<file path="src/rtl/sdip_pkg.sv">
// shared types, constants and helpers for the strict decimal integer parser
package sdip_pkg;

  localparam int unsigned VALUE_BITS = 64;
  localparam int unsigned OUT_BITS   = 64;
  localparam int unsigned ACC_BITS   = VALUE_BITS + 4;

  localparam logic [7:0] CH_ZERO  = 8'h30;
  localparam logic [7:0] CH_NINE  = 8'h39;
  localparam logic [7:0] CH_PLUS  = 8'h2B;
  localparam logic [7:0] CH_MINUS = 8'h2D;
  localparam logic [7:0] CH_SPACE = 8'h20;
  localparam logic [7:0] CH_TAB   = 8'h09;
  localparam logic [7:0] CH_LF    = 8'h0A;
  localparam logic [7:0] CH_VT    = 8'h0B;
  localparam logic [7:0] CH_FF    = 8'h0C;
  localparam logic [7:0] CH_CR    = 8'h0D;

  typedef enum logic [1:0] {
    PH_SPACE  = 2'd0,
    PH_SIGN   = 2'd1,
    PH_DIGITS = 2'd2,
    PH_TRAIL  = 2'd3
  } phase_e;

  typedef enum logic [1:0] {
    ST_OK        = 2'd0,
    ST_INVALID   = 2'd1,
    ST_OVERFLOW  = 2'd2,
    ST_UNDERFLOW = 2'd3
  } status_e;

  typedef enum logic {
    CFG_SIGNED_MODE  = 1'b0,
    CFG_TARGET_WIDTH = 1'b1
  } cfg_idx_e;

  typedef struct packed {
    logic       is_end;
    logic [7:0] char_code;
  } in_item_t;

  typedef struct packed {
    logic [1:0]          status;
    logic [OUT_BITS-1:0] value;
  } out_item_t;

  typedef struct packed {
    logic       signed_mode;
    logic [1:0] target_width;
  } cfg_t;

  // parse state seen by the finishing logic and the checks
  typedef struct packed {
    phase_e  phase;
    logic    negative;
    status_e err;
  } parse_st_t;

  // all-ones mask of the configured result width, clipped to the accumulator
  function automatic logic [VALUE_BITS-1:0] width_mask(input logic [1:0] tw);
    int unsigned bits;
    logic [VALUE_BITS-1:0] m;
    bits = 32'd8 << tw;
    if (bits > VALUE_BITS) begin
      bits = VALUE_BITS;
    end
    for (int unsigned i = 0; i < VALUE_BITS; i++) begin
      m[i] = (i < bits);
    end
    return m;
  endfunction

endpackage

</file>
<file path="src/rtl/sdip_finish.sv">
// end-of-string checks: latched error, signed limit, trailing garbage, target range
module sdip_finish (
  input  sdip_pkg::parse_st_t                   st_i,
  input  logic [sdip_pkg::VALUE_BITS-1:0]       mag_i,
  input  sdip_pkg::cfg_t                        cfg_i,
  output sdip_pkg::out_item_t                   res_o
);

  localparam logic [sdip_pkg::VALUE_BITS-1:0] HalfMax = {1'b0, {(sdip_pkg::VALUE_BITS-1){1'b1}}};

  logic                              neg;
  logic [sdip_pkg::VALUE_BITS-1:0]   sign_lim;
  logic [sdip_pkg::VALUE_BITS-1:0]   wmask;
  logic [sdip_pkg::VALUE_BITS-1:0]   width_lim;
  logic [sdip_pkg::OUT_BITS-1:0]     mag_ext;
  sdip_pkg::status_e                 status;

  assign neg      = cfg_i.signed_mode & st_i.negative;
  assign sign_lim = HalfMax + sdip_pkg::VALUE_BITS'(neg);
  assign wmask    = sdip_pkg::width_mask(cfg_i.target_width);
  // signed range is half the mask, plus one on the negative side
  assign width_lim = cfg_i.signed_mode ? ((wmask >> 1) + sdip_pkg::VALUE_BITS'(neg)) : wmask;
  assign mag_ext  = sdip_pkg::OUT_BITS'(mag_i);

  always_comb begin
    if (st_i.err != sdip_pkg::ST_OK) begin
      status = st_i.err;
    end else if (st_i.phase == sdip_pkg::PH_SPACE || st_i.phase == sdip_pkg::PH_SIGN) begin
      status = sdip_pkg::ST_INVALID;
    end else if (cfg_i.signed_mode && (mag_i > sign_lim)) begin
      status = sdip_pkg::ST_OVERFLOW;
    end else if (st_i.phase != sdip_pkg::PH_DIGITS) begin
      status = sdip_pkg::ST_INVALID;
    end else if (mag_i > width_lim) begin
      status = sdip_pkg::ST_OVERFLOW;
    end else begin
      status = sdip_pkg::ST_OK;
    end
  end

  always_comb begin
    res_o.status = status;
    if (status != sdip_pkg::ST_OK) begin
      res_o.value = '0;
    end else if (neg) begin
      res_o.value = '0 - mag_ext;
    end else begin
      res_o.value = mag_ext;
    end
  end

endmodule

</file>
<file path="src/rtl/sdip_core.sv">
// parse state registers and the one-character update step
module sdip_core (
  input  logic                  clk_i,
  input  logic                  rst_ni,
  input  logic                  step_i,
  input  sdip_pkg::in_item_t    item_i,
  input  sdip_pkg::cfg_t        cfg_i,
  output sdip_pkg::out_item_t   res_o,
  output sdip_pkg::parse_st_t   st_o
);

  sdip_pkg::parse_st_t               st_q, st_d;
  logic [sdip_pkg::VALUE_BITS-1:0]   mag_q, mag_d;

  logic                              is_digit;
  logic                              is_space;
  logic [3:0]                        digit;
  logic [sdip_pkg::ACC_BITS-1:0]     mag_ext;
  logic [sdip_pkg::ACC_BITS-1:0]     prod;
  logic                              acc_ovf;

  assign is_digit = (item_i.char_code >= sdip_pkg::CH_ZERO) &&
                    (item_i.char_code <= sdip_pkg::CH_NINE);
  assign is_space = (item_i.char_code == sdip_pkg::CH_SPACE) ||
                    (item_i.char_code == sdip_pkg::CH_TAB) ||
                    (item_i.char_code == sdip_pkg::CH_LF) ||
                    (item_i.char_code == sdip_pkg::CH_CR) ||
                    (item_i.char_code == sdip_pkg::CH_VT) ||
                    (item_i.char_code == sdip_pkg::CH_FF);
  assign digit    = 4'(item_i.char_code - sdip_pkg::CH_ZERO);

  // times ten as (x << 3) + (x << 1), carry bits above the accumulator flag overflow
  assign mag_ext = sdip_pkg::ACC_BITS'(mag_q);
  assign prod    = (mag_ext << 3) + (mag_ext << 1) + sdip_pkg::ACC_BITS'(digit);
  assign acc_ovf = |prod[sdip_pkg::ACC_BITS-1:sdip_pkg::VALUE_BITS];

  sdip_finish u_finish (
    .st_i  (st_q),
    .mag_i (mag_q),
    .cfg_i (cfg_i),
    .res_o (res_o)
  );

  always_comb begin
    st_d  = st_q;
    mag_d = mag_q;
    if (step_i) begin
      if (item_i.is_end) begin
        st_d.phase    = sdip_pkg::PH_SPACE;
        st_d.negative = 1'b0;
        st_d.err      = sdip_pkg::ST_OK;
        mag_d         = '0;
      end else if (st_q.err == sdip_pkg::ST_OK) begin
        unique case (st_q.phase)
          sdip_pkg::PH_SPACE: begin
            if (is_space) begin
              st_d.phase = sdip_pkg::PH_SPACE;
            end else if (item_i.char_code == sdip_pkg::CH_PLUS) begin
              st_d.phase = sdip_pkg::PH_SIGN;
            end else if (item_i.char_code == sdip_pkg::CH_MINUS) begin
              if (cfg_i.signed_mode) begin
                st_d.negative = 1'b1;
                st_d.phase    = sdip_pkg::PH_SIGN;
              end else begin
                st_d.err = sdip_pkg::ST_UNDERFLOW;
              end
            end else if (is_digit) begin
              if (acc_ovf) begin
                st_d.err = sdip_pkg::ST_OVERFLOW;
              end else begin
                mag_d      = prod[sdip_pkg::VALUE_BITS-1:0];
                st_d.phase = sdip_pkg::PH_DIGITS;
              end
            end else begin
              st_d.err = sdip_pkg::ST_INVALID;
            end
          end
          sdip_pkg::PH_SIGN, sdip_pkg::PH_DIGITS: begin
            if (is_digit) begin
              if (acc_ovf) begin
                st_d.err = sdip_pkg::ST_OVERFLOW;
              end else begin
                mag_d      = prod[sdip_pkg::VALUE_BITS-1:0];
                st_d.phase = sdip_pkg::PH_DIGITS;
              end
            end else if (st_q.phase == sdip_pkg::PH_SIGN) begin
              st_d.err = sdip_pkg::ST_INVALID;
            end else begin
              st_d.phase = sdip_pkg::PH_TRAIL;
            end
          end
          default: begin
            st_d = st_q;
          end
        endcase
      end
    end
  end

  always_ff @(posedge clk_i or negedge rst_ni) begin
    if (!rst_ni) begin
      st_q.phase    <= sdip_pkg::PH_SPACE;
      st_q.negative <= 1'b0;
      st_q.err      <= sdip_pkg::ST_OK;
      mag_q         <= '0;
    end else begin
      st_q  <= st_d;
      mag_q <= mag_d;
    end
  end

  assign st_o = st_q;

endmodule

</file>
<file path="src/rtl/strict_decimal_integer_parser.sv">
// top level: input register, parse core, result register and configuration registers
//
//  channel  | handshake                 | payload
//  ---------+---------------------------+----------------------------------
//  in       | in_valid_i / in_ready_o   | in_data_i  {is_end, char_code}
//  out      | out_valid_o / out_ready_i | out_data_o {status, value}
//  cfg      | cfg_we_i (no wait)        | cfg_idx_i, cfg_data_i
//
// one character per cycle unless an end item waits on a full result register; an accepted
// item is held in the input register, and when it steps the parse state and result register
// update, so a result comes out through the input register and then the result register.
// the critical path is the times-ten add and the 64-bit range compares.
// reset returns to the leading white space phase, signed mode and 64-bit width.
// a stalled result only blocks end items; characters keep flowing past it.
module strict_decimal_integer_parser (
  input  logic                 clk_i,
  input  logic                 rst_ni,
  input  logic                 in_valid_i,
  output logic                 in_ready_o,
  input  sdip_pkg::in_item_t   in_data_i,
  output logic                 out_valid_o,
  input  logic                 out_ready_i,
  output sdip_pkg::out_item_t  out_data_o,
  input  logic                 cfg_we_i,
  input  logic                 cfg_idx_i,
  input  logic [1:0]           cfg_data_i
);

  sdip_pkg::in_item_t   in_q;
  logic                 in_valid_q, in_valid_d;
  sdip_pkg::out_item_t  out_q, out_d;
  logic                 out_valid_q, out_valid_d;
  sdip_pkg::cfg_t       cfg_q;
  sdip_pkg::out_item_t  res;
  sdip_pkg::parse_st_t  st;
  logic                 out_free;
  logic                 step;
  logic                 in_fire;

  assign out_free   = !out_valid_q || out_ready_i;
  // an end item needs room in the result register, any other item goes straight on
  assign step       = in_valid_q && (!in_q.is_end || out_free);
  assign in_ready_o = !in_valid_q || step;
  assign in_fire    = in_valid_i && in_ready_o;

  sdip_core u_core (
    .clk_i  (clk_i),
    .rst_ni (rst_ni),
    .step_i (step),
    .item_i (in_q),
    .cfg_i  (cfg_q),
    .res_o  (res),
    .st_o   (st)
  );

  always_comb begin
    in_valid_d  = in_fire ? 1'b1 : (step ? 1'b0 : in_valid_q);
    out_d       = out_q;
    out_valid_d = out_valid_q;
    if (step && in_q.is_end) begin
      out_d       = res;
      out_valid_d = 1'b1;
    end else if (out_ready_i) begin
      out_valid_d = 1'b0;
    end
  end

  always_ff @(posedge clk_i or negedge rst_ni) begin
    if (!rst_ni) begin
      in_valid_q  <= 1'b0;
      out_valid_q <= 1'b0;
    end else begin
      in_valid_q  <= in_valid_d;
      out_valid_q <= out_valid_d;
    end
  end

  always_ff @(posedge clk_i) begin
    if (in_fire) begin
      in_q <= in_data_i;
    end
    out_q <= out_d;
  end

  always_ff @(posedge clk_i or negedge rst_ni) begin
    if (!rst_ni) begin
      cfg_q.signed_mode  <= 1'b1;
      cfg_q.target_width <= 2'd3;
    end else if (cfg_we_i) begin
      unique case (sdip_pkg::cfg_idx_e'(cfg_idx_i))
        sdip_pkg::CFG_SIGNED_MODE:  cfg_q.signed_mode  <= cfg_data_i[0];
        sdip_pkg::CFG_TARGET_WIDTH: cfg_q.target_width <= cfg_data_i;
        default: cfg_q <= cfg_q;
      endcase
    end
  end

  assign out_valid_o = out_valid_q;
  assign out_data_o  = out_q;

  // an error result never carries a value
  assert property (@(posedge clk_i) disable iff (!rst_ni)
    (out_valid_o && out_data_o.status != sdip_pkg::ST_OK) |-> out_data_o.value == '0)
    else $error("error result with nonzero value");

  // an end item always lands in the result register
  assert property (@(posedge clk_i) disable iff (!rst_ni)
    (step && in_q.is_end) |=> out_valid_q)
    else $error("end item produced no result");

  // the parse state is back to its start after an end item
  assert property (@(posedge clk_i) disable iff (!rst_ni)
    (step && in_q.is_end) |=> (st.phase == sdip_pkg::PH_SPACE &&
                               st.err == sdip_pkg::ST_OK && !st.negative))
    else $error("parse state not cleared after end item");

  // a held item that is not consumed stays in the input register
  assert property (@(posedge clk_i) disable iff (!rst_ni)
    (in_valid_q && !step) |=> (in_valid_q && $stable(in_q)))
    else $error("held item lost");

endmodule

</file>
<file path="config.mk">
export PLATFORM = sky130hd
export DESIGN_NAME = strict_decimal_integer_parser
export DESIGN_NICKNAME = d
export VERILOG_FILES = /design/src/rtl/sdip_pkg.sv /design/src/rtl/sdip_finish.sv /design/src/rtl/sdip_core.sv /design/src/rtl/strict_decimal_integer_parser.sv
export SDC_FILE = /design/constraint.sdc
export NUM_CORES = 1
export LEC_CHECK = 0
export ABC_CLOCK_PERIOD_IN_PS = 16000
export BUFFER_PORTS_ARGS = -buffer_cell sky130_fd_sc_hd__clkbuf_2
export CAP_MARGIN = 20
export CORE_ASPECT_RATIO = 1.2
export CORE_UTILIZATION = 60
export DETAILED_ROUTE_END_ITERATION = 16
export GPL_ROUTABILITY_DRIVEN = 0
export GPL_TIMING_DRIVEN = 1
export PLACE_DENSITY = 0.85
export SYNTH_ARGS = -nofsm -noshare
export SYNTH_HDL_FRONTEND = slang
export SYNTH_SLANG_ARGS = --single-unit
export TNS_END_PERCENT = 30
</file>
<file path="constraint.sdc">
create_clock -name clk_i -period 16 [get_ports clk_i]
set_input_delay 3.2 -clock clk_i [delete_from_list [all_inputs] [get_ports clk_i]]
set_output_delay 3.2 -clock clk_i [all_outputs]
set_load 0.03 [all_outputs]
</file>
Word-level counts from Yosys, hierarchy flattened
Cells that the tools add are included.
W data, S select, Z words.
Storage, ports and cells
  flip-flop bits (word level): 149
  input bits: 17
  logic and storage cells: 189
Operators by class
  add/subtract/negate cells: 6
  magnitude comparators: 69
  eq/ne operators: 21
  shift-type cells: 1
  muxes and demuxes: 42
  bitwise operators: 2
  reduce and logical (&&, ||, !) cells: 36
Operators by type and width (number)
  $lt A6 B32 Y1 const A: 32
  $mux W64: 9
  $lt A5 B32 Y1 const A: 16
  $lt A4 B32 Y1 const A: 8
  $gt A64 B64 Y1: 2
  $lt A3 B32 Y1 const A: 4
  $pmux W64 S2: 1
  $add A67 B65 Y68: 1
  $add A68 B4 Y68: 1
  $add A63 B1 Y64: 1
  $add A63 B1 Y64 const A: 1
  $lt A1 B32 Y1 const A: 2
  $lt A2 B32 Y1 const A: 2
  $sub A1 B64 Y64 const A: 1
  $eq A8 B4 Y1 const B: 5
  $mux W2: 18
  $gt A32 B7 Y1 const B: 1
  $mux W32: 1
  $shl A4 B2 Y32 const A: 1
  $eq A8 B6 Y1 const B: 3
  $reduce_bool A2 Y1: 8
  $reduce_and A7 Y1: 2
  $reduce_and A6 Y1: 2
  $mux W5: 2
  other kinds (25): 53

Depth between registers and ports, before layout
Gate-level depths: netlist (run 1).
  depth after elaboration: 13
  gate-level depth with buffers: 20
  gate-level depth less buffers: 17

Modules after synthesis
A second synthesis (run 1) with hierarchy kept.
Unflattened totals
  cells, all modules: 1797
  area, all modules: 15622.5 um2
Modules (own cells, without submodules)
  sdip_core: times used 1, cells an instance 1009, area an instance 8154.1 um2
  sdip_finish: times used 1, cells an instance 695, area an instance 4991.0 um2
  strict_decimal_integer_parser: times used 1, cells an instance 93, area an instance 2477.4 um2

Worst setup path after synthesis (run 1)
Ideal clock, no wire load.
  path kind: input to output
  start point: input port out_ready_i
  end point: output port in_ready_o
  data arrival time: 3.621 ns
  required time: 12.800 ns
  slack: 9.179 ns
  stages on the path: 2
  buffers on the path: 0
  cells stage by stage: nor2b_1 > nand3_1
Between the ends
  longest elaborated chain between the ends: 4
Ends and longest elaborated chain
  start: declaration: line strict_decimal_integer_parser.sv:22  | input logic out_ready_i,
  $logic_or A1 B1 Y1: line strict_decimal_integer_parser.sv:40  | assign out_free = !out_valid_q || out_ready_i;
  $logic_or A1 B1 Y1: line strict_decimal_integer_parser.sv:42  | assign step = in_valid_q && (!in_q.is_end || out_free);
  $logic_and A1 B1 Y1: line strict_decimal_integer_parser.sv:42
  $logic_or A1 B1 Y1: line strict_decimal_integer_parser.sv:43  | assign in_ready_o = !in_valid_q || step;
  end: declaration: line strict_decimal_integer_parser.sv:19  | output logic in_ready_o,
No other way between the ends.

Worst setup path in the final report (run 1)
Ends and elaborated chain as after synthesis.

==> results of run 1 <==
-- how the worst min path moves through the flow --
| stage | to | cells after the start | slack, ps | from |
|---|---|---|---|---|
| after CTS | u_core.st_o[2]$_DFFE_PN0P_ | 2 | 530 | u_core.st_o[2]$_DFFE_PN0P_ |
| final | u_core.st_o[2]$_DFFE_PN0P_ | 2 | 530 | u_core.st_o[2]$_DFFE_PN0P_ |
| after floorplan | out_valid_o$_DFFE_PN0P_ | 2 | 480 | in_valid_q$_DFFE_PN0P_ |
| after detailed placement | u_core.st_o[2]$_DFFE_PN0P_ | 2 | 520 | u_core.st_o[2]$_DFFE_PN0P_ |
| after global placement | u_core.st_o[2]$_DFFE_PN0P_ | 2 | 510 | u_core.st_o[2]$_DFFE_PN0P_ |
| after global routing | u_core.st_o[2]$_DFFE_PN0P_ | 2 | 560 | u_core.st_o[2]$_DFFE_PN0P_ |
-- report_power, final --
| group | leakage [nW] | internal (mW) | switching [mW] |
|---|---|---|---|
| logic | 6.06 | 0.0779 | 0.181 |
| registers | 1.73 | 0.422 | 0.0201 |
| clock network | 0.292 | 0.251 | 0.169 |
-- routing by layer --
layer | vias up | GRT usage, %
met5 | - | 0
met2 | 525 | 52.9
li1 | 6231 | -
met3 | 144 | 4.42
met4 | 0 | 18.4
met1 | 6218 | 36.4
-- per-stage QoR --
| step | instance area, µm² | hold slack, ps | instances |
|---|---|---|---|
| after floorplan | 14700 | 476 | 1638 |
| after global placement | 15300 | 506 | 1978 |
| after detailed placement | 15300 | 517 | 1978 |
| after CTS | 15900 | 531 | 2010 |
| after global routing | 15900 | 560 | 2010 |
| final | 15900 | 532 | 2010 |
-- Yosys cell counts, drive strengths merged, types with 3 or more instances --
| cell type | count | share of area [%] |
|---|---|---|
| clkbuf | 52 | 1.3 |
| o41ai | 6 | 0.36 |
| nor2b | 10 | 0.43 |
| xor2 | 59 | 3.5 |
| a221oi | 3 | 0.18 |
| o211ai | 14 | 0.72 |
| o31ai | 17 | 0.90 |
| xnor2 | 66 | 3.9 |
| or3 | 9 | 0.45 |
| a41oi | 3 | 0.18 |
| nand3 | 29 | 1.0 |
| and2 | 6 | 0.26 |
| nor4 | 15 | 0.68 |
| a211oi | 9 | 0.46 |
| or4 | 4 | 0.23 |
| or2 | 5 | 0.23 |
| mux2 | 4 | 0.31 |
| o21a | 15 | 0.77 |
| o21ai | 96 | 3.3 |
| dfrtp | 71 | 12 |
| a21boi | 6 | 0.31 |
| nor2 | 167 | 4.3 |
| a22o | 63 | 3.8 |
| nor3 | 29 | 1.1 |
| nand2 | 109 | 2.8 |
| o22ai | 3 | 0.13 |
| a21oi | 140 | 4.8 |
| buf | 18 | 0.59 |
| nand4 | 59 | 2.6 |
| nor3b | 4 | 0.28 |
| o21bai | 15 | 0.77 |
| nand2b | 10 | 0.43 |
| a21o | 83 | 4.2 |
| dfstp | 3 | 0.54 |
| a31o | 3 | 0.18 |
| edfxtp | 75 | 15 |
| a31oi | 10 | 0.43 |
| and4 | 7 | 0.42 |
| and3 | 8 | 0.34 |
| inv | 39 | 1.0 |
| ha | 265 | 23 |
-- cell usage in the layout (no fill, tap or decap), types with 8 or more instances in the layout --
master and n:
nor2_1 165, o31ai_1 16, nor2b_1 10, ha_1 265, dfrtp_1 71, a31oi_1 10
o21a_1 15, o21bai_1 15, nor4_1 14, nand4_1 58, xnor2_1 66, clkbuf_16 17
nor3_1 27, clkbuf_2 83, o211ai_1 14, edfxtp_1 75, nand3_1 28, a22o_1 63
nand2b_1 10, nand2_1 109, a21o_1 83, a211oi_1 9, and3_1 8, inv_1 38
a21oi_1 140, o21ai_0 93, xor2_1 59
-- final cells by class --
| type | instances | share of cell area, % |
|---|---|---|
| sequential | 149 | 25.9 |
| tap | 320 | 2.52 |
| inverter | 39 | 0.921 |
| clock inverter | 11 | 0.953 |
| clock buffer | 21 | 2.83 |
| timing repair buffer | 90 | 2.95 |
| multi-input combinational | 1380 | 64.0 |
-- worst min-delay path, delay by kind of cell (launching register included) --
family	cells	cell delay, ps
flip-flops	1	370
AND/OR/NAND/NOR	2	120
-- flip-flops by register name, summed over array words and instances (netlist names) --
signal and cells:
u_core.mag_q 64, in_q 9, out_valid_o 1, in_valid_q 1, cfg_q 3, out_data_o 66, u_core.st_o 5
-- logic make-up (layout without fill, tap and decap cells) --
| logic type | Yosys count | in the layout | synth area share, % |
|---|---|---|---|
| AOI/OAI and AO/OA | 501 | 501 | 22.4 |
| and+or+nand+nor | 478 | 478 | 15.9 |
| adders and majority gates | 267 | 267 | 22.9 |
| DFF | 149 | 149 | 28.0 |
| xor gates and xnor gates | 125 | 125 | 7.46 |
| buffers and inverters | 109 | 161 | 2.91 |
| muxes | 6 | 6 | 0.443 |
| other | 1 | 3 | 0.0255 |
==> out/qor.csv, run 1 <==
stage;metric;value;unit
run_status;status;finished clean;
grt;vias in the first global route;12700;
timing;Final period util;44.5;%
clock_tree;# hold bufs at CTS;0;
pwr;static leakage;8.08;nW
yosys;Post-synth EDFFs;75;
clock_tree;Resize count post-CTS;0;
clock_tree;root buffer cell;clkbuf_16;
timing;final setup vio count;0;
route;DR top layer;met4;
timing;final hold violations;0;
yosys;ys flop type;edfxtp_1;
timing;Setup Skew;23.8;ps
yosys;Mapped Area;0.0147;mm²
setup_path;critical path's largest stage delay;240;ps
setup_path;r2r setup slk;9770;ps
setup_path;Critical R2R Launch;cfg_q[2]$_DFFE_PN1P_;
clock_tree;CTS sink cnt;149;
route;drt drc;0;
layout;storage element area;0.00411;mm²
floorplan;Core Rows;62;
layout;area grow syn2layout;8.20;%
timing;minimum clock period;7120;ps
setup_path;cells on worst reg2reg path;19;
layout;Fill cells;1872;
setup_path;buffer and inverter count on the worst path;2;
yosys;register bit total from synthesis;149;
layout;Multi-input gate area;0.0102;mm²
layout;Post-Route Utilization;66.3;%
placed_design;post-detail-place hpwl;27600;µm
route;Post-Route WL;37600;µm
timing;setup TNS;0;ps
setup_path;Slowest-stage cell, CP;nor2b_1;
yosys;Seq/Total Area, Yosys;28.0;%
clock_tree;CTS tree;built;
setup_path;Crit. path cell count;4;
grt;Total Routing Usage GR;31.0;%
layout;layout cells sized above 1;8.88;%
setup_path;critical path class;in2out;
setup_path;CP dominant cell by count;clkbuf_2;
placed_design;PortBufs;84;
setup_path;crit path DAT;3920;ps
route;Vias/cell;6.53;
yosys;Avg Cell Area, Syn;8.98;µm²
grt;largest net degree at the start of global routing;75;
setup_path;FF-to-FF End;out_data_o[24]$_SDFFCE_PP0P_;
grt;global-route wire length before repair;61300;µm
clock_tree;H-tree level count;4;
yosys;cells after synthesis;1636;
setup_path;worst setup path endpoint;in_ready_o;
yosys;Yosys warnings;0;
clock_tree;clk_lat worst skew;450;ps
floorplan;IO Pins;85;
layout;ANT cells;0;
job;number of max-cap violations;0;
clock_tree;CTS buffer count;17;
route;mean routed wirelength per cell;18.7;µm
setup_path;CP top delay family;simple AND/OR/NAND/NOR gates;
timing;Slew Limit Fails;0;
route;Post-DRT Antenna Nets;0;
yosys;synth unique cells;77;
route;M1 WL;14800;µm
floorplan;width of the die;145;µm
clock_tree;clock tree buffer depth;2;
clock_tree;Setup Buffers After CTS;0;
setup_path;Worst Setup Start Kind;primary input;
pwr;Power Total;1.12;mW
setup_path;Crit path required time;12800;ps
setup_path;critical path cell sequence;clkbuf_2, nor2b_1, nand3_1, clkbuf_2;
layout;Final #Nets;1961;
floorplan;core area;0.0240;mm²
setup_path;Setup crit start;out_ready_i;
placed_design;pre-CTS setup slack;8880;ps
setup_path;crit end category;primary output;
route;router iterations before antenna repair;5;
timing;Slew @ Worst Pin;1000;ps
timing;relative slew slack;33.2;%
route;routed wl met2;18700;µm
pwr;PwrDens;70.5;mW/mm²
route;via count;13100;
timing;unrepaired setup endpoints after global routing;no;
min_path;Min-Delay Path Class;reg2reg;
floorplan;Die ar.;0.0251;mm²
pwr;peak supply drop;0.0807;mV
floorplan;Initial Util;61.3;%
setup_path;crit-path max FO;3;
grt;grt ovf;0;
yosys;asr flop ratio synth;49.7;%
timing;worst setup margin;8880;ps
route;DR iter-0 viols;1148;
route;DR WL met3;2070;µm
grt;initial antenna violation count;0;
timing;Fmax;0.140;GHz
clock_tree;Reg clk slew, reported paths;60;ps
floorplan;Die H;173;µm
No activity file was read; power rests on OpenSTA's default activity.
==> run 2: changes to the inputs <==
--- a/config.mk
+++ b/config.mk
@@ -5,7 +5,7 @@
 export SDC_FILE = /design/constraint.sdc
 export NUM_CORES = 1
 export LEC_CHECK = 0
-export ABC_CLOCK_PERIOD_IN_PS = 16000
+export ABC_CLOCK_PERIOD_IN_PS = 7450
 export BUFFER_PORTS_ARGS = -buffer_cell sky130_fd_sc_hd__clkbuf_2
 export CAP_MARGIN = 20
 export CORE_ASPECT_RATIO = 1.2
==> constraint.sdc (replaced) <==
create_clock -name clk_i -period 7.45 [get_ports clk_i]
set_input_delay 1.49 -clock clk_i [delete_from_list [all_inputs] [get_ports clk_i]]
set_output_delay 1.49 -clock clk_i [all_outputs]
set_load 0.03 [all_outputs]
==> run 2 against run 1 <==
Power up 110%. Sequential power up 110%. Wire length up 2.9%. Critical path depth up 12. Register-to-register slack worse by 7900 ps. Via count up 1.1%. First-iteration DRC count down 18%. Flip-flop and latch count unchanged. Utilization down 0.24 points. Worst hold slack worse by 6.4 ps. Critical endpoint is now u_core.mag_q[1]$_DFFE_PN0P_. Largest power group unchanged.
==> out/qor.csv, run 2 (same netlist as run 1, synthesis figures left out) <==
stage;metric;value;unit;change
layout;commonest cells after routing, fill and taps aside;265 x ha_1, 165 x nor2_1, 140 x a21oi_1;;
clock_tree;# hold bufs at CTS;0;;unchanged
layout;ANT cells;0;;unchanged
clock_tree;H-tree level count;4;;unchanged
floorplan;Core Rows;62;;unchanged
min_path;Min-Delay Path Class;reg2reg;;
pwr;static leakage;8.05;nW;-0.42%
clock_tree;Resize count post-CTS;0;;unchanged
floorplan;Initial Util;61.3;%;unchanged
timing;Slew @ Worst Pin;1000;ps;+1.00 ps
timing;relative slew slack;33.1;%;-0.067 points
clock_tree;Reg clk slew, reported paths;70;ps;about the same
route;Post-Route WL;38700;µm;+2.9%
clock_tree;CTS tree;built;;
setup_path;critical path cell sequence;inv_1, fa_1, inv_1, ha_1, a211oi_1, o211ai_1, a31oi_1, o31ai_1, o211ai_1, a21boi_1, o211ai_1, and3_1, and3_1, o21ai_4, buf_4, a22o_1;;
floorplan;core area;0.0240;mm²;unchanged
setup_path;Crit path required time;7840;ps;-4960 ps
setup_path;Slowest-stage cell, CP;o21ai_4;;
setup_path;Worst Setup Start Kind;flip-flop;;
setup_path;crit end category;flip-flop;;
setup_path;CP dominant cell by count;o211ai_1;;
layout;Final #Nets;1963;;+0.10%
setup_path;Crit. path cell count;16;;+12
clock_tree;clock tree buffer depth;2;;unchanged
setup_path;critical path's largest stage delay;630;ps;+390 ps
clock_tree;Setup Buffers After CTS;0;;unchanged
timing;Setup Skew;13.3;ps;-10.5 ps
layout;most common cell after layout, fill and taps aside;ha_1;;
clock_tree;CTS buffer count;17;;unchanged
pwr;Power Total;2.30;mW;+110%
pwr;PwrDens;145;mW/mm²;+110%
layout;max reg flops;66;;unchanged
layout;layout cells sized above 1;8.92;%;+0.049 points
setup_path;Critical R2R Launch;u_core.mag_q[2]$_DFFE_PN0P_;;
setup_path;worst setup path endpoint;u_core.mag_q[1]$_DFFE_PN0P_;;
route;via count;13300;;+1.1%
setup_path;FF-to-FF End;u_core.mag_q[1]$_DFFE_PN0P_;;
route;Post-DRT Antenna Nets;0;;unchanged
placed_design;PortBufs;84;;unchanged
setup_path;crit-path max FO;35;;+32
timing;Final period util;75.5;%;
timing;setup TNS;0;ps;unchanged
route;router iterations before antenna repair;5;;unchanged
grt;grt ovf;0;;unchanged
setup_path;CP top delay family;compound AO/OA/AOI/OAI gates;;
pwr;peak supply drop;0.172;mV;+110%
clock_tree;root buffer cell;clkbuf_16;;
setup_path;crit path DAT;6010;ps;+2090 ps
floorplan;Die ar.;0.0251;mm²;unchanged
setup_path;r2r setup slk;1820;ps;-7950 ps
timing;final setup vio count;0;;unchanged
clock_tree;CTS sink cnt;149;;unchanged
grt;Total Routing Usage GR;32.2;%;+1.3 points
setup_path;buffer and inverter count on the worst path;3;;+1
layout;area grow syn2layout;7.80;%;
timing;final hold violations;0;;unchanged
timing;Fmax;0.178;GHz;
placed_design;post-detail-place hpwl;28900;µm;+4.5%
route;Vias/cell;6.59;;+0.97%
floorplan;width of the die;145;µm;unchanged
setup_path;critical path class;reg2reg;;
grt;vias in the first global route;13100;;+2.8%
route;DR iter-0 viols;939;;-18%
run_status;status;finished clean;;
floorplan;Die H;173;µm;unchanged
job;number of max-cap violations;0;;unchanged
grt;global-route wire length before repair;63700;µm;+3.9%
timing;minimum clock period;5630;ps;
floorplan;IO Pins;85;;unchanged
timing;Slew Limit Fails;0;;unchanged
route;mean routed wirelength per cell;19.2;µm;+2.8%
grt;largest net degree at the start of global routing;75;;unchanged
timing;unrepaired setup endpoints after global routing;no;;
route;drt drc;0;;unchanged
setup_path;Setup crit start;u_core.mag_q[2]$_DFFE_PN0P_;;
setup_path;cells on worst reg2reg path;16;;-3
clock_tree;clk_lat worst skew;450;ps;about the same
grt;initial antenna violation count;0;;unchanged
[run 2: cell types whose count changed in the layout (fill, tap and decap cells not counted)]
cell and change:
bufinv_16 -3, clkinv_4 -1, clkinvlp_4 +3, buf_4 +2, clkinv_1 +1
[run 2: routing by layer]
layer,share of wire (%),track usage (%),up-vias
met5,0,0,-
met4,5.5,20.9,0
met3,5.3,4.36,147
met2,49,54.3,547
met1,40,38.0,6323
li1,-,-,6242
[run 2: final cells by class]
| class | count | area [µm²] |
|---|---|---|
| Clock inverter | 11 | 78.8 |
| Inverter | 39 | 146 |
| Timing Repair Buffer | 92 | 483 |
| Multi-Input combinational cell | 1380 | 10200 |
| Sequential cell | 149 | 4110 |
| Fill cell | 1899 | 8140 |
| Clock buffer | 21 | 450 |
| Tap cell | 320 | 400 |
[run 2: worst reg2reg max path, stage by stage (launching register included)]
cell and delay, ps:
dfrtp_1 520, inv_1 90, fa_1 560, inv_1 70, ha_1 310, a211oi_1 320
o211ai_1 180, a31oi_1 540, o31ai_1 330, o211ai_1 450, a21boi_1 280, o211ai_1 140
and3_1 180, and3_1 190, o21ai_4 630, buf_4 500, a22o_1 260
[run 2: stage by stage]
| step | cells | hold slack, ps | utilization, % | area, µm² | worst slack [ps] |
|---|---|---|---|---|---|
| global placement | 1980 | 508 | 63.8 | 15300 | 2140 |
| CTS | 2012 | 524 | 66.0 | 15800 | 1950 |
| floorplan | 1638 | 476 | - | 14700 | 1510 |
| detailed placement | 1980 | 511 | 63.8 | 15300 | 2000 |
| finish | 2012 | 525 | 66.0 | 15800 | 1820 |
| global route | 2012 | 554 | 66.0 | 15800 | 1560 |
[run 2: how the worst min path moves through the flow]
stage                                          start                          to  cells past startpoint  slack (ps)
final                     u_core.st_o[4]$_DFFE_PN0P_  u_core.st_o[4]$_DFFE_PN0P_                      1         530
after global routing      u_core.st_o[4]$_DFFE_PN0P_  u_core.st_o[4]$_DFFE_PN0P_                      1         550
after CTS                 u_core.st_o[4]$_DFFE_PN0P_  u_core.st_o[4]$_DFFE_PN0P_                      1         520
after detailed placement  u_core.st_o[4]$_DFFE_PN0P_  u_core.st_o[4]$_DFFE_PN0P_                      1         510
after global placement    u_core.st_o[4]$_DFFE_PN0P_  u_core.st_o[4]$_DFFE_PN0P_                      1         510
after floorplan               in_valid_q$_DFFE_PN0P_     out_valid_o$_DFFE_PN0P_                      2         480
[run 2: report_power, final]
part           internal [mW]  total, mW  leakage, nW  switching, mW
logic                  0.168      0.552         6.07          0.384
registers              0.906      0.949         1.73         0.0429
clock network          0.434      0.803        0.247          0.369
total                   1.51       2.30         8.05          0.796
==> run 3: changes to the inputs <==
--- a/config.mk
+++ b/config.mk
@@ -5,7 +5,7 @@
 export SDC_FILE = /design/constraint.sdc
 export NUM_CORES = 1
 export LEC_CHECK = 0
-export ABC_CLOCK_PERIOD_IN_PS = 7450
+export ABC_CLOCK_PERIOD_IN_PS = 5400
 export BUFFER_PORTS_ARGS = -buffer_cell sky130_fd_sc_hd__clkbuf_2
 export CAP_MARGIN = 20
 export CORE_ASPECT_RATIO = 1.2
==> constraint.sdc (replaced) <==
create_clock -name clk_i -period 5.4 [get_ports clk_i]
set_input_delay 1.08 -clock clk_i [delete_from_list [all_inputs] [get_ports clk_i]]
set_output_delay 1.08 -clock clk_i [all_outputs]
set_load 0.03 [all_outputs]
==> run 3 against run 2 <==
Die area unchanged. Sequential power grew 37%. Cell count grew 0.35%. Global-route usage is 0.21 points higher. Register-to-register slack got worse by 1500 ps. Sequential share of layout area down 0.15 points. Clock-buffer cell count rose by 1. Critical path type unchanged. Critical endpoint is now u_core.mag_q[27]$_DFFE_PN0P_. Largest cell class unchanged.
==> out/qor.csv, run 3 (same netlist as run 1, synthesis figures left out) <==
stage;metric;value;unit;change
placed_design;post-detail-place hpwl;29200;µm;+1.2%
setup_path;crit-path max FO;37;;+5.7%
setup_path;crit end category;flip-flop;;
setup_path;critical path class;reg2reg;;
clock_tree;Reg clk slew, reported paths;60;ps;about the same
timing;unrepaired setup endpoints after global routing;no;;
clock_tree;CTS sink cnt;149;;unchanged
timing;relative slew slack;32.7;%;-0.44 points
pwr;PwrDens;205;mW/mm²;+41%
route;Post-DRT Antenna Nets;0;;unchanged
route;mean routed wirelength per cell;19.6;µm;+1.8%
route;via count;13400;;+0.82%
layout;area grow syn2layout;8.45;%;
layout;max reg flops;66;;unchanged
timing;Slew Limit Fails;0;;unchanged
grt;initial antenna violation count;0;;unchanged
floorplan;Die H;173;µm;unchanged
setup_path;Worst Setup Start Kind;flip-flop;;
setup_path;Critical R2R Launch;u_core.mag_q[2]$_DFFE_PN0P_;;
timing;Final period util;93.4;%;+18 points
grt;Total Routing Usage GR;32.4;%;+0.21 points
job;number of max-cap violations;0;;unchanged
layout;layout cells sized above 1;9.36;%;+0.43 points
layout;ANT cells;0;;unchanged
timing;Slew @ Worst Pin;1010;ps;+6.59 ps
pwr;static leakage;8.09;nW;+0.58%
route;drt drc;0;;unchanged
layout;Fill cells;1872;;-1.4%
setup_path;crit path DAT;5420;ps;-590 ps
run_status;status;finished clean;;
setup_path;Setup crit start;u_core.mag_q[2]$_DFFE_PN0P_;;
grt;grt ovf;0;;unchanged
timing;Fmax;0.198;GHz;+12%
clock_tree;CTS tree;built;;
clock_tree;root buffer cell;clkbuf_16;;
timing;final setup vio count;0;;unchanged
floorplan;IO Pins;85;;unchanged
route;Vias/cell;6.62;;+0.47%
layout;most common cell after layout, fill and taps aside;ha_1;;
clock_tree;clock tree buffer depth;2;;unchanged
pwr;Power Total;3.27;mW;+42%
clock_tree;CTS buffer count;17;;unchanged
placed_design;PortBufs;84;;unchanged
route;router iterations before antenna repair;5;;unchanged
layout;Final #Nets;1970;;+0.36%
grt;global-route wire length before repair;64000;µm;+0.34%
route;Post-Route WL;39600;µm;+2.1%
floorplan;core area;0.0240;mm²;unchanged
pwr;peak supply drop;0.220;mV;+27%
floorplan;Die ar.;0.0251;mm²;unchanged
timing;setup TNS;0;ps;unchanged
floorplan;Core Rows;62;;unchanged
clock_tree;Setup Buffers After CTS;0;;unchanged
min_path;worst hold start;u_core.st_o[2]$_DFFE_PN0P_;;
route;DR iter-0 viols;1189;;+27%
clock_tree;clk_lat worst skew;450;ps;about the same
clock_tree;H-tree level count;4;;unchanged
grt;vias in the first global route;13100;;+0.21%
min_path;Min-Delay Path Class;reg2reg;;
floorplan;width of the die;145;µm;unchanged
timing;minimum clock period;5040;ps;-584 ps
floorplan;Initial Util;61.3;%;unchanged
layout;Post-Route Utilization;66.4;%;+0.40 points
setup_path;Crit path required time;5770;ps;-2070 ps
timing;final hold violations;0;;unchanged
timing;Setup Skew;15.5;ps;+2.18 ps
grt;largest net degree at the start of global routing;75;;unchanged
layout;commonest cells after routing, fill and taps aside;265 x ha_1, 165 x nor2_1, 140 x a21oi_1;;
## run 3: cell types whose count changed in the layout (fill, tap and decap cells not counted)
cell | previous run | this run
buf_4 | 9 | 15
buf_12 | 0 | 1
bufinv_16 | 0 | 1
clkbuf_1 | 3 | 4
clkinv_1 | 1 | 0
clkinv_2 | 2 | 1
o31ai_1 | 16 | 15
o31ai_2 | 1 | 2
## run 3: final timing paths
path                                                end  slack (ps)  cells past startpoint
max                        u_core.mag_q[27]$_DFFE_PN0P_         360                     15
min                          u_core.st_o[2]$_DFFE_PN0P_         530                      2
max reg2reg                u_core.mag_q[27]$_DFFE_PN0P_         360                     15
min reg2reg                  u_core.st_o[2]$_DFFE_PN0P_         530                      2
max in group asynchronous  u_core.mag_q[63]$_DFFE_PN0P_        3940                      1
min in group asynchronous  u_core.mag_q[18]$_DFFE_PN0P_         800                      1
## run 3: cell type report
type / instances / area (µm²) / area share [%]
timing repair buffer: 99 / 548 / 3.44
sequential: 149 / 4110 / 25.8
clock buffer: 22 / 454 / 2.85
tap: 320 / 400 / 2.51
inverter: 39 / 146 / 0.919
multi-input combinational: 1380 / 10200 / 63.9
clock inverter: 10 / 100 / 0.628
## run 3: timing repair
action,in CTS,in global routing
hold buffers,0,0
setup endpoints to repair,0,24
resized for setup,0,1
endpoints found under the hold margin,0,0
## run 3: report_power, final
| group | internal, mW | switching (mW) | total [mW] | leakage [nW] |
|---|---|---|---|---|
| Clock | 0.648 | 0.507 | 1.16 | 0.257 |
| Combinational | 0.249 | 0.571 | 0.820 | 6.10 |
| Sequential | 1.25 | 0.0461 | 1.30 | 1.73 |
| Total | 2.15 | 1.12 | 3.27 | 8.09 |
## run 3: metal layers
layer  wire (µm)  GRT usage, %  part of all wire (%)  vias to the layer above
met5           0             0                     0                        -
met4        2430          20.9                   6.1                        0
met3        2550          4.78                   6.5                      169
met2       19500          55.2                    49                      617
met1       15100          37.6                    38                     6339
li1            -             -                     -                     6243
## run 3: worst max-delay path, cell delays in order (launching register included)
cell and delay [ps]:
dfrtp_1 550, inv_1 130, fa_1 520, fa_1 490, nand2b_1 190, a21oi_1 300, o211ai_1 160, and3b_1 240
o31ai_2 470, a21oi_1 240, o31ai_1 310, xnor2_1 210, nand4_2 240, nor3_4 230, buf_4 440, a22o_1 210
## run 3: per-stage QoR
step                      hold WS, ps  area, µm²  cells  worst slack (ps)
after floorplan                   476      14700   1638               398
after global placement            506      15400   1987               533
after detailed placement          514      15400   1987               396
after CTS                         528      15900   2019               286
after global routing              545      15900   2019              94.2
final                             528      15900   2019               359
